===== config.mk =====
export PLATFORM = sky130hd
export DESIGN_NAME = fixed_point_restoring_divider
export DESIGN_NICKNAME = d
export VERILOG_FILES = /design/src/sv/fprd_pkg.sv /design/src/sv/fprd_cell.sv /design/src/sv/fixed_point_restoring_divider.sv
export SDC_FILE = /design/constraint.sdc
export NUM_CORES = 1
export LEC_CHECK = 0
export ABC_AREA = 1
export BUFFER_PORTS_ARGS = -buffer_cell sky130_fd_sc_hd__buf_2
export CAP_MARGIN = 5
export CORE_MARGIN = 4
export CORE_UTILIZATION = 29
export CTS_CLUSTER_DIAMETER = 150
export DETAILED_ROUTE_END_ITERATION = 8
export GPL_TIMING_DRIVEN = 0
export RECOVER_POWER = 50
export SLEW_MARGIN = 20
export SYNTH_ARGS = -nofsm -noshare
export SYNTH_HDL_FRONTEND = slang
export SYNTH_SLANG_ARGS = --single-unit

===== constraint.sdc =====
create_clock -name clk -period 8.5 [get_ports clk]
set_clock_uncertainty 0.15 [all_clocks]
set_input_delay 0.85 -clock clk [delete_from_list [all_inputs] [get_ports clk]]
set_output_delay 0.85 -clock clk [all_outputs]
set_load 0.01 [all_outputs]

===== src/sv/fprd_pkg.sv =====
// Shared types for the fixed-point restoring divider.
package fprd_pkg;

	typedef struct packed {
		logic valid;
		logic zero;
	} fprd_flags_t;

endpackage


===== src/sv/fprd_cell.sv =====
// One quotient-bit stage of the restoring divider array.
module fprd_cell
	import fprd_pkg::*;
#(
	parameter int unsigned INT_BITS  = 16,
	parameter int unsigned DEN_BITS  = 8,
	parameter int unsigned FRAC_BITS = 8,
	parameter int unsigned BIT       = 23
) (
	input  logic                          clk,
	input  logic                          arst_n,
	input  logic                          go,
	input  fprd_flags_t                   in_flags,
	input  logic [INT_BITS-1:0]           in_num,
	input  logic [DEN_BITS-1:0]           in_den,
	input  logic [DEN_BITS-1:0]           in_rem,
	input  logic [INT_BITS+FRAC_BITS-1:0] in_quo,
	output fprd_flags_t                   flags_q,
	output logic [INT_BITS-1:0]           num_q,
	output logic [DEN_BITS-1:0]           den_q,
	output logic [DEN_BITS-1:0]           rem_q,
	output logic [INT_BITS+FRAC_BITS-1:0] quo_q
);

	localparam int unsigned QUO_BITS = INT_BITS + FRAC_BITS;

	logic                dbit;
	logic [DEN_BITS:0]   rem_sh;
	logic [DEN_BITS:0]   rem_sub;
	logic                qbit;
	logic [DEN_BITS-1:0] rem_next;

	// dividend is numerator shifted up by FRAC_BITS
	generate
		if (BIT >= FRAC_BITS) begin : g_num_bit
			assign dbit = in_num[BIT-FRAC_BITS];
		end else begin : g_zero_bit
			assign dbit = 1'b0;
		end
	endgenerate

	assign rem_sh   = {in_rem, dbit};
	assign rem_sub  = rem_sh - {1'b0, in_den};
	assign qbit     = (rem_sh >= {1'b0, in_den});
	assign rem_next = qbit ? rem_sub[DEN_BITS-1:0] : rem_sh[DEN_BITS-1:0];

	always_ff @(posedge clk or negedge arst_n) begin
		if (!arst_n) begin
			flags_q <= '0;
		end else if (go) begin
			flags_q <= in_flags;
		end
	end

	always_ff @(posedge clk) begin
		if (go) begin
			num_q <= in_num;
			den_q <= in_den;
			rem_q <= rem_next;
			quo_q <= {in_quo[QUO_BITS-2:0], qbit};
		end
	end

endmodule


===== src/sv/fixed_point_restoring_divider.sv =====
// Top level: pipelined fixed-point restoring divider, one quotient bit per cell.
//
// channel  dir  tdata (low bit up)                 tuser
// s_*      in   numerator, denominator             -
// m_*      out  ratio_fixed, leftover              zero_divide
//
// The pipeline holds one cell per quotient bit.
// One transfer per cycle in and out when the output is taken.
// Each cell advances when it is empty or its successor advances, so bubbles
// collapse and inputs are still taken while a result waits.
// Reset clears the valid flags of all cells; no clearing pass.
// Zero denominator: quotient all ones, leftover zero, zero_divide set.
module fixed_point_restoring_divider
	import fprd_pkg::*;
#(
	parameter int unsigned INT_BITS  = 16,
	parameter int unsigned DEN_BITS  = 8,
	parameter int unsigned FRAC_BITS = 8
) (
	input  logic clk,
	input  logic arst_n,
	input  logic s_tvalid,
	output logic s_tready,
	// numerator, denominator
	input  logic [((INT_BITS+DEN_BITS+7)/8)*8-1:0] s_tdata,
	output logic m_tvalid,
	input  logic m_tready,
	// ratio_fixed, leftover
	output logic [((INT_BITS+FRAC_BITS+DEN_BITS+7)/8)*8-1:0] m_tdata,
	// zero_divide
	output logic m_tuser
);

	localparam int unsigned QUO_BITS = INT_BITS + FRAC_BITS;

	fprd_flags_t                flags [QUO_BITS+1];
	logic [INT_BITS-1:0]        num   [QUO_BITS+1];
	logic [DEN_BITS-1:0]        den   [QUO_BITS+1];
	logic [DEN_BITS-1:0]        rem   [QUO_BITS+1];
	logic [QUO_BITS-1:0]        quo   [QUO_BITS+1];
	logic [QUO_BITS:0]          go;
	logic [QUO_BITS-1:0]        valid_vec;
	logic [DEN_BITS-1:0]        in_den;

	assign in_den       = s_tdata[INT_BITS+DEN_BITS-1:INT_BITS];
	assign flags[0]     = '{valid: s_tvalid, zero: (in_den == '0)};
	assign num[0]       = s_tdata[INT_BITS-1:0];
	assign den[0]       = in_den;
	assign rem[0]       = '0;
	assign quo[0]       = '0;

	assign go[QUO_BITS] = m_tready;

	genvar k;
	generate
		for (k = 0; k < QUO_BITS; k++) begin : g_cell
			assign go[k]        = !flags[k+1].valid || go[k+1];
			assign valid_vec[k] = flags[k+1].valid;
			fprd_cell #(
				.INT_BITS  (INT_BITS),
				.DEN_BITS  (DEN_BITS),
				.FRAC_BITS (FRAC_BITS),
				.BIT       (QUO_BITS - 1 - k)
			) u_cell (
				.clk      (clk),
				.arst_n   (arst_n),
				.go       (go[k]),
				.in_flags (flags[k]),
				.in_num   (num[k]),
				.in_den   (den[k]),
				.in_rem   (rem[k]),
				.in_quo   (quo[k]),
				.flags_q  (flags[k+1]),
				.num_q    (num[k+1]),
				.den_q    (den[k+1]),
				.rem_q    (rem[k+1]),
				.quo_q    (quo[k+1])
			);
		end
	endgenerate

	assign s_tready = go[0];
	assign m_tvalid = flags[QUO_BITS].valid;
	assign m_tuser  = flags[QUO_BITS].zero;

	always_comb begin
		m_tdata = '0;
		m_tdata[QUO_BITS-1:0] = quo[QUO_BITS];
		m_tdata[QUO_BITS+DEN_BITS-1:QUO_BITS] = flags[QUO_BITS].zero ? '0 : rem[QUO_BITS];
	end

`ifndef ASSERT_OFF
	a_zero_div: assert property (@(posedge clk) disable iff (!arst_n)
		(m_tvalid && m_tuser) |-> ((m_tdata[QUO_BITS-1:0] == '1) &&
			(m_tdata[QUO_BITS+DEN_BITS-1:QUO_BITS] == '0)))
		else $error("zero divide result malformed");
	a_rem_range: assert property (@(posedge clk) disable iff (!arst_n)
		(m_tvalid && !m_tuser) |-> (rem[QUO_BITS] < den[QUO_BITS]))
		else $error("remainder not below denominator");
	a_stall_full: assert property (@(posedge clk) disable iff (!arst_n)
		!s_tready |-> (&valid_vec))
		else $error("input stalled with an empty cell");
	a_empty_ready: assert property (@(posedge clk) disable iff (!arst_n)
		(valid_vec == '0) |-> s_tready)
		else $error("empty pipeline not ready");
`endif

endmodule

==> flow_summary.json, run 1 <==
{
  "ioPinCount": 63,
  "fp-row-count": 127,
  "grt_usage": 0.0819,
  "finalSetupViolCount": 0,
  "synth_nets": 2769,
  "violations": "max-capacitance violations, max-slew violations",
  "num_vias": 18000,
  "ys_seq_area_frac": 0.716,
  "critPathMaxFanout": 37,
  "crit_start": "g_cell[23].u_cell.flags_q[1]",
  "crit_end": "s_tready",
  "ys_warn_count": 0,
  "diodes": 0,
  "first_global_vias": 18100,
  "cts-htree-levels": 3,
  "syn_area_mm2": 0.0351,
  "worstPathRequired_ns": 7.50,
  "place_hpwl_um": 37000,
  "rrSetupSlack_ns": 1.10,
  "drtIter0Drc": 947,
  "cts_sinks": 844,
  "antenna_found_initial": 0,
  "grt_max_degree": 49,
  "timing.final.crit_share": 0.899,
  "path_delay_family": "simple AND/OR/NAND/NOR gates",
  "cp.depth": 12,
  "cpMostUsedCell": "nand4_4",
  "max_slew.worst_pin.slew_ns": 2.73,
  "grt-ovfl-total": 0,
  "drive_gt1_frac": 0.0703,
  "p_leak_nw": 16.0,
  "routed.top_layer": "met4",
  "synth_area_leaders": "edfxtp_1 (68%), ha_1 (6.6%), inv_1 (3.9%)",
  "cts_hold_buf": 0,
  "clk_latency_ns": 0.64,
  "ir_drop_v": 0.000175,
  "gp_congestion": 0.813,
  "initial_utilization": 0.292,
  "die_area_mm2": 0.127,
  "viasPerCell": 4.14,
  "max_stage_delay_ns": 0.57,
  "placed_area_mm2": 0.0374,
  "rsz0062_at_grt": "false",
  "wl_per_cell_um": 11.9,
  "port_buffers": 62,
  "die-height_um": 356,
  "crit_chain": "nand4_4 > nor3_4 > nand4_4 > nor2_4 > nand4_4 > nor2_4 > nand4_4 > nor2_4 > nand4_4 > nor2_4 > nand4_4 > buf_2",
  "fin_util": 0.334,
  "finalCriticalPeriod_ns": 7.64,
  "slowest_stage": "nand4_4",
  "start_kind": "flip-flop",
  "num-fill-cells": 11700,
  "fp.dieW_um": 356,
  "cts-buffers-inserted": 81,
  "fin_nets": 2915,
  "yosys.cell_types.count": 37,
  "crit_arrival_ns": 6.64,
  "regToRegStartpoint": "g_cell[23].u_cell.flags_q[1]",
  "maxCapViolations": 2,
  "cts_setup_buffers": 0,
  "final_cell_area_mm2": 0.0400,
  "drc": 0,
  "synth_seq_cells": 844,
  "ant_nets": 0,
  "wl_met3_um": 2190,
  "clockRootBuffer": "clkbuf_16",
  "cp-end-kind": "primary output",
  "grt_pass1_wl_um": 86700,
  "yosysTopAreaCell": "edfxtp_1",
  "area_growth_pct": 14.1,
  "drv_slew": 50,
  "p_per_area_mw_per_mm2": 344,
  "clockBufferDepth": 3,
  "synth_top_area_frac": 0.681,
  "core_area_mm2": 0.120,
  "m1WireLength_um": 22000,
  "netlist_instances": 2532,
  "cts.clk_slew.worst_paths_ns": 0.07,
  "wirelength_um": 51800,
  "dr_wl_met2_um": 26200,
  "r2r_cells": 13,
  "final_hold_viol_count": 0,
  "r2r-end": "g_cell[1].u_cell.num_q[0]",
  "status": "finished with violations",
  "slew_headroom": -0.822,
  "avgSynthCellArea_um2": 13.9,
  "cts_resized": 0,
  "drt-pass1-iter-count": 5,
  "fmax_mhz": 131,
  "critical_path_class": "flip-flop to primary output",
  "critPathBufInv": 1,
  "hp-class": "input port to flip-flop",
  "cts_tree": "built"
}
## cell usage in the layout (no fill, tap or decap), drive strengths merged, types with 2 or more instances in the layout
cell type  netlist  layout
a21oi          197     197
buf              0      28
inv            370     377
fa              23      23
xor2            87      87
ha             186     186
a31oi            8       8
nand2          180     180
nor4             8       8
nor2           307     307
o21ai          123     123
bufinv           0       8
clkinvlp         0       3
a311oi           3       3
or2             12      12
a21o             2       2
dfrtp           48      48
xnor2           30      30
clkinv           1      40
o31ai            8       8
o21bai           7       7
edfxtp         796     796
nand3           24      24
nor3            17      17
a211oi          14      14
clkbuf          24     150
o22ai            7       7
nand4           39      40
or3              3       3
o211ai           6       6
## flip-flops by register name (all words and copies together), names as in the netlist
name	flops
g_cell.u_cell.rem_q	192
g_cell.u_cell.den_q	184
g_cell.u_cell.num_q	120
g_cell.u_cell.flags_q	48
g_cell.u_cell.quo_q	300
## cells in the mapped netlist
master	count
nand3_2	1
a21o_1	2
o31ai_1	8
o21bai_1	7
or3_1	3
a211oi_1	14
inv_2	2
or2_2	11
nand2_1	179
fa_1	23
mux2_2	1
nand4_4	9
nor2_4	10
nand3_1	23
clkbuf_1	24
nand4_1	28
nand2_2	1
o211ai_1	6
dfrtp_1	48
o22ai_1	7
or4_1	1
xor2_1	87
xnor2_1	30
ha_1	186
a31oi_1	8
inv_1	368
nor3_4	1
o21ai_0	123
a21oi_1	197
a311oi_1	3
nand4_2	2
or2_1	1
nor2_1	297
nor4_1	8
edfxtp_1	796
nor3_1	16
clkinv_1	1
## layer usage
layer,global-route usage,vias to the layer above
met5,0,-
met4,0.0277,0
met3,0.0183,99
met2,0.147,241
met1,0.0967,8507
li1,-,9197
## metrics by stage
stage / power (W) / hold slack (ns) / std cells / TNS (ns) / setup WS, ns
2_1_floorplan: 0.00936 / 0.250 / 2532 / 0 / 1.71
3_3_place_gp: 0.0102 / 0.250 / 4206 / -0.538 / -0.538
3_5_place_dp: 0.0103 / 0.255 / 4206 / 0 / 0.334
4_1_cts: 0.0140 / 0.0582 / 4355 / 0 / 0.188
5_1_grt: 0.0148 / 0.184 / 4356 / 0 / 0.0920
6_report: 0.0138 / 0.231 / 4356 / 0 / 0.856
## cells by family (layout without fill, tap and decap cells)
group | count (synthesis) | after routing | share of synthesized area
fa+ha+maj | 209 | 209 | 0.0795
xor+xnor | 117 | 117 | 0.0292
simple gates | 591 | 592 | 0.0761
compound gates | 375 | 375 | 0.0570
buf+inv | 395 | 606 | 0.0423
flops | 844 | 844 | 0.716
mux | 1 | 1 | 0.000321
## final cells by class
cell class              instances  area (um^2)  area share
clock inverters                57          587      0.0147
repair buffers                 62          268     0.00669
inverters                     371         1390      0.0348
clock buffers                  92         2070      0.0516
flip-flops and latches        844        25100       0.627
well taps                    1612         2020      0.0504
plain buffers                  24         90.1     0.00225
multi-input cells            1294         8520       0.213
## power by group
part,switching [W],internal (W),leakage (nW)
clock network,0.00153,0.00202,1.30
logic,0.00218,0.00141,5.81
registers,0.000474,0.00616,8.88
## worst min-delay path by stage
stage | slack, ns | endpoint | cells after the start | from
CTS | 0.06 | g_cell[22].u_cell.flags_q[1] | 1 | arst_n
finish | 0.23 | g_cell[0].u_cell.num_q[14] | 1 | s_tdata[14]
detailed placement | 0.25 | g_cell[10].u_cell.num_q[4] | 0 | g_cell[9].u_cell.num_q[4]
global route | 0.18 | g_cell[0].u_cell.num_q[11] | 1 | s_tdata[11]
floorplan | 0.25 | g_cell[10].u_cell.num_q[0] | 0 | g_cell[9].u_cell.num_q[0]
global placement | 0.25 | g_cell[20].u_cell.quo_q[20] | 0 | g_cell[19].u_cell.quo_q[19]
(Power assumes the default switching activity.)
==> inputs of run 2 (changes only) <==
--- a/config.mk
+++ b/config.mk
@@ -17,4 +17,5 @@
 export SLEW_MARGIN = 20
 export SYNTH_ARGS = -nofsm -noshare
 export SYNTH_HDL_FRONTEND = slang
+export SYNTH_HIERARCHICAL = 1
 export SYNTH_SLANG_ARGS = --single-unit
==> flow_summary.json, run 2 <==
{
  "status": "finished with violations",
  "violations": "max-capacitance violations, max-slew violations",
  "drv_slew": 49,
  "timing.final.crit_share": 0.893,
  "hold_start": "s_tdata[12]",
  "first_global_vias": 23400,
  "cts-buffers-inserted": 82,
  "syn_area_mm2": 0.0409,
  "diodes": 0,
  "rsz0062_at_grt": "false",
  "r2r-end": "g_cell[1].u_cell/num_q[1]",
  "seq_area_mm2": 0.0251,
  "die-height_um": 383,
  "ys_warn_count": 6,
  "num_vias": 23300,
  "p_leak_nw": 20.3,
  "fmax_mhz": 132,
  "grt_usage": 0.0950,
  "regToRegStartpoint": "g_cell[23].u_cell/flags_q[1]",
  "grt-ovfl-total": 0,
  "initial_utilization": 0.293,
  "cts_sinks": 844,
  "cts-htree-levels": 3,
  "clk_latency_ns": 0.66,
  "largest_reg_flops": 300,
  "wirelength_um": 68700,
  "wl_per_cell_um": 12.2,
  "finalSetupViolCount": 0,
  "clockBufferDepth": 3,
  "finalCriticalPeriod_ns": 7.59,
  "drt-pass1-iter-count": 5,
  "drive_gt1_frac": 0.179,
  "num-fill-cells": 13900,
  "drtIter0Drc": 1021,
  "clockRootBuffer": "clkbuf_16",
  "grt_max_degree": 49,
  "hp-class": "input port to flip-flop",
  "top_register": "g_cell.u_cell/quo_q",
  "critical_path_class": "flip-flop to primary output",
  "die_area_mm2": 0.147,
  "grt_pass1_wl_um": 116000,
  "fin_nets": 3936,
  "crit_end": "s_tready",
  "power.total_w": 0.0161,
  "crit_start": "g_cell[23].u_cell/flags_q[1]",
  "cp-end-kind": "primary output",
  "fp.dieW_um": 383,
  "layout_common_cells": "nand2_1 (826), edfxtp_1 (796), inv_1 (490)",
  "maxCapViolations": 1,
  "core_area_mm2": 0.140,
  "drc": 0,
  "worstPathRequired_ns": 7.50,
  "netlist_instances": 3519,
  "antenna_found_initial": 1,
  "viasPerCell": 4.13,
  "r2r_cells": 12,
  "p_per_area_mw_per_mm2": 349,
  "final_hold_viol_count": 0,
  "ir_drop_v": 0.000167,
  "gp_congestion": 0.849,
  "avgSynthCellArea_um2": 11.6,
  "multi_input_area_mm2": 0.0133,
  "cts_setup_buffers": 0,
  "ant_nets": 0,
  "max_slew.worst_pin.slew_ns": 2.93,
  "slew_headroom": -0.954,
  "cts_resized": 0,
  "rrSetupSlack_ns": 2.23,
  "critPathMaxFanout": 36,
  "start_kind": "flip-flop",
  "cts.clk_slew.worst_paths_ns": 0.06,
  "place_hpwl_um": 51100,
  "layout_commonest_cell": "nand2_1",
  "biggestRegsByFlops": "g_cell.u_cell/quo_q: 300 flops, g_cell.u_cell/rem_q: 192 flops, g_cell.u_cell/den_q: 184 flops",
  "ioPinCount": 63,
  "port_buffers": 62,
  "cts_tree": "built",
  "tns_ns": 0,
  "crit_arrival_ns": 6.59,
  "area_growth_pct": 12.7,
  "fp-row-count": 137
}
-- run 2: worst min-delay path by stage --
stage                                        end  slack [ns]  cells past startpoint
floorplan             g_cell[10].u_cell/num_q[0]        0.25                      0
global placement      g_cell[19].u_cell/quo_q[1]        0.25                      0
detailed placement    g_cell[10].u_cell/num_q[4]        0.25                      0
CTS                 g_cell[23].u_cell/flags_q[1]        0.05                      1
global route          g_cell[0].u_cell/num_q[11]        0.16                      1
finish                g_cell[0].u_cell/num_q[12]        0.21                      1
-- run 2: through the flow --
step / setup WS [ns] / util / cell area, um^2 / std cells / hold WS (ns)
2_1_floorplan: 1.90 / - / 40900 / 3536 / 0.250
3_3_place_gp: -0.931 / 0.312 / 43600 / 5474 / 0.251
3_5_place_dp: 0.400 / 0.313 / 43800 / 5483 / 0.255
4_1_cts: 0.260 / 0.333 / 46500 / 5632 / 0.0521
5_1_grt: 0.187 / 0.330 / 46000 / 5633 / 0.159
6_report: 0.909 / 0.330 / 46000 / 5633 / 0.213
-- run 2: final cells by class --
class	instances	area share
clock inverters	52	0.0127
well taps	1876	0.0510
flip-flops and latches	844	0.545
multi-input cells	2114	0.288
inverters	578	0.0471
plain buffers	1	0.0000815
clock buffers	97	0.0465
repair buffers	71	0.00962
-- run 2: report_power, final --
| part | switching (W) | internal (W) |
|---|---|---|
| combinational | 0.00348 | 0.00209 |
| clock | 0.00156 | 0.00212 |
| sequential | 0.000557 | 0.00628 |
-- run 2: metal layers --
metal | vias to the layer above | wire length, um | GRT usage
met2 | 316 | 34500 | 0.169
met5 | - | 0 | 0
li1 | 12100 | - | -
met4 | 0 | 2160 | 0.0335
met1 | 10800 | 29600 | 0.115
met3 | 140 | 2480 | 0.0188
-- run 2: what timing repair did --
item,CTS,global route
hold endpoints to repair,0,0
setup endpoints to repair,0,1
hold buffers,0,0
-- run 2: worst max-delay path, stage by stage (launching register included) --
cell	delay, ns
dfrtp_1	0.51
nand4_4	0.47
nor3_4	0.40
nand4_4	0.60
nor2_4	0.37
nand4_4	0.56
nor2_4	0.38
nand4_4	0.55
nor2_4	0.35
nand4_4	0.60
nor2_4	0.36
nand4_1	0.21
buf_6	0.21
buf_6	0.17
buf_2	0.15
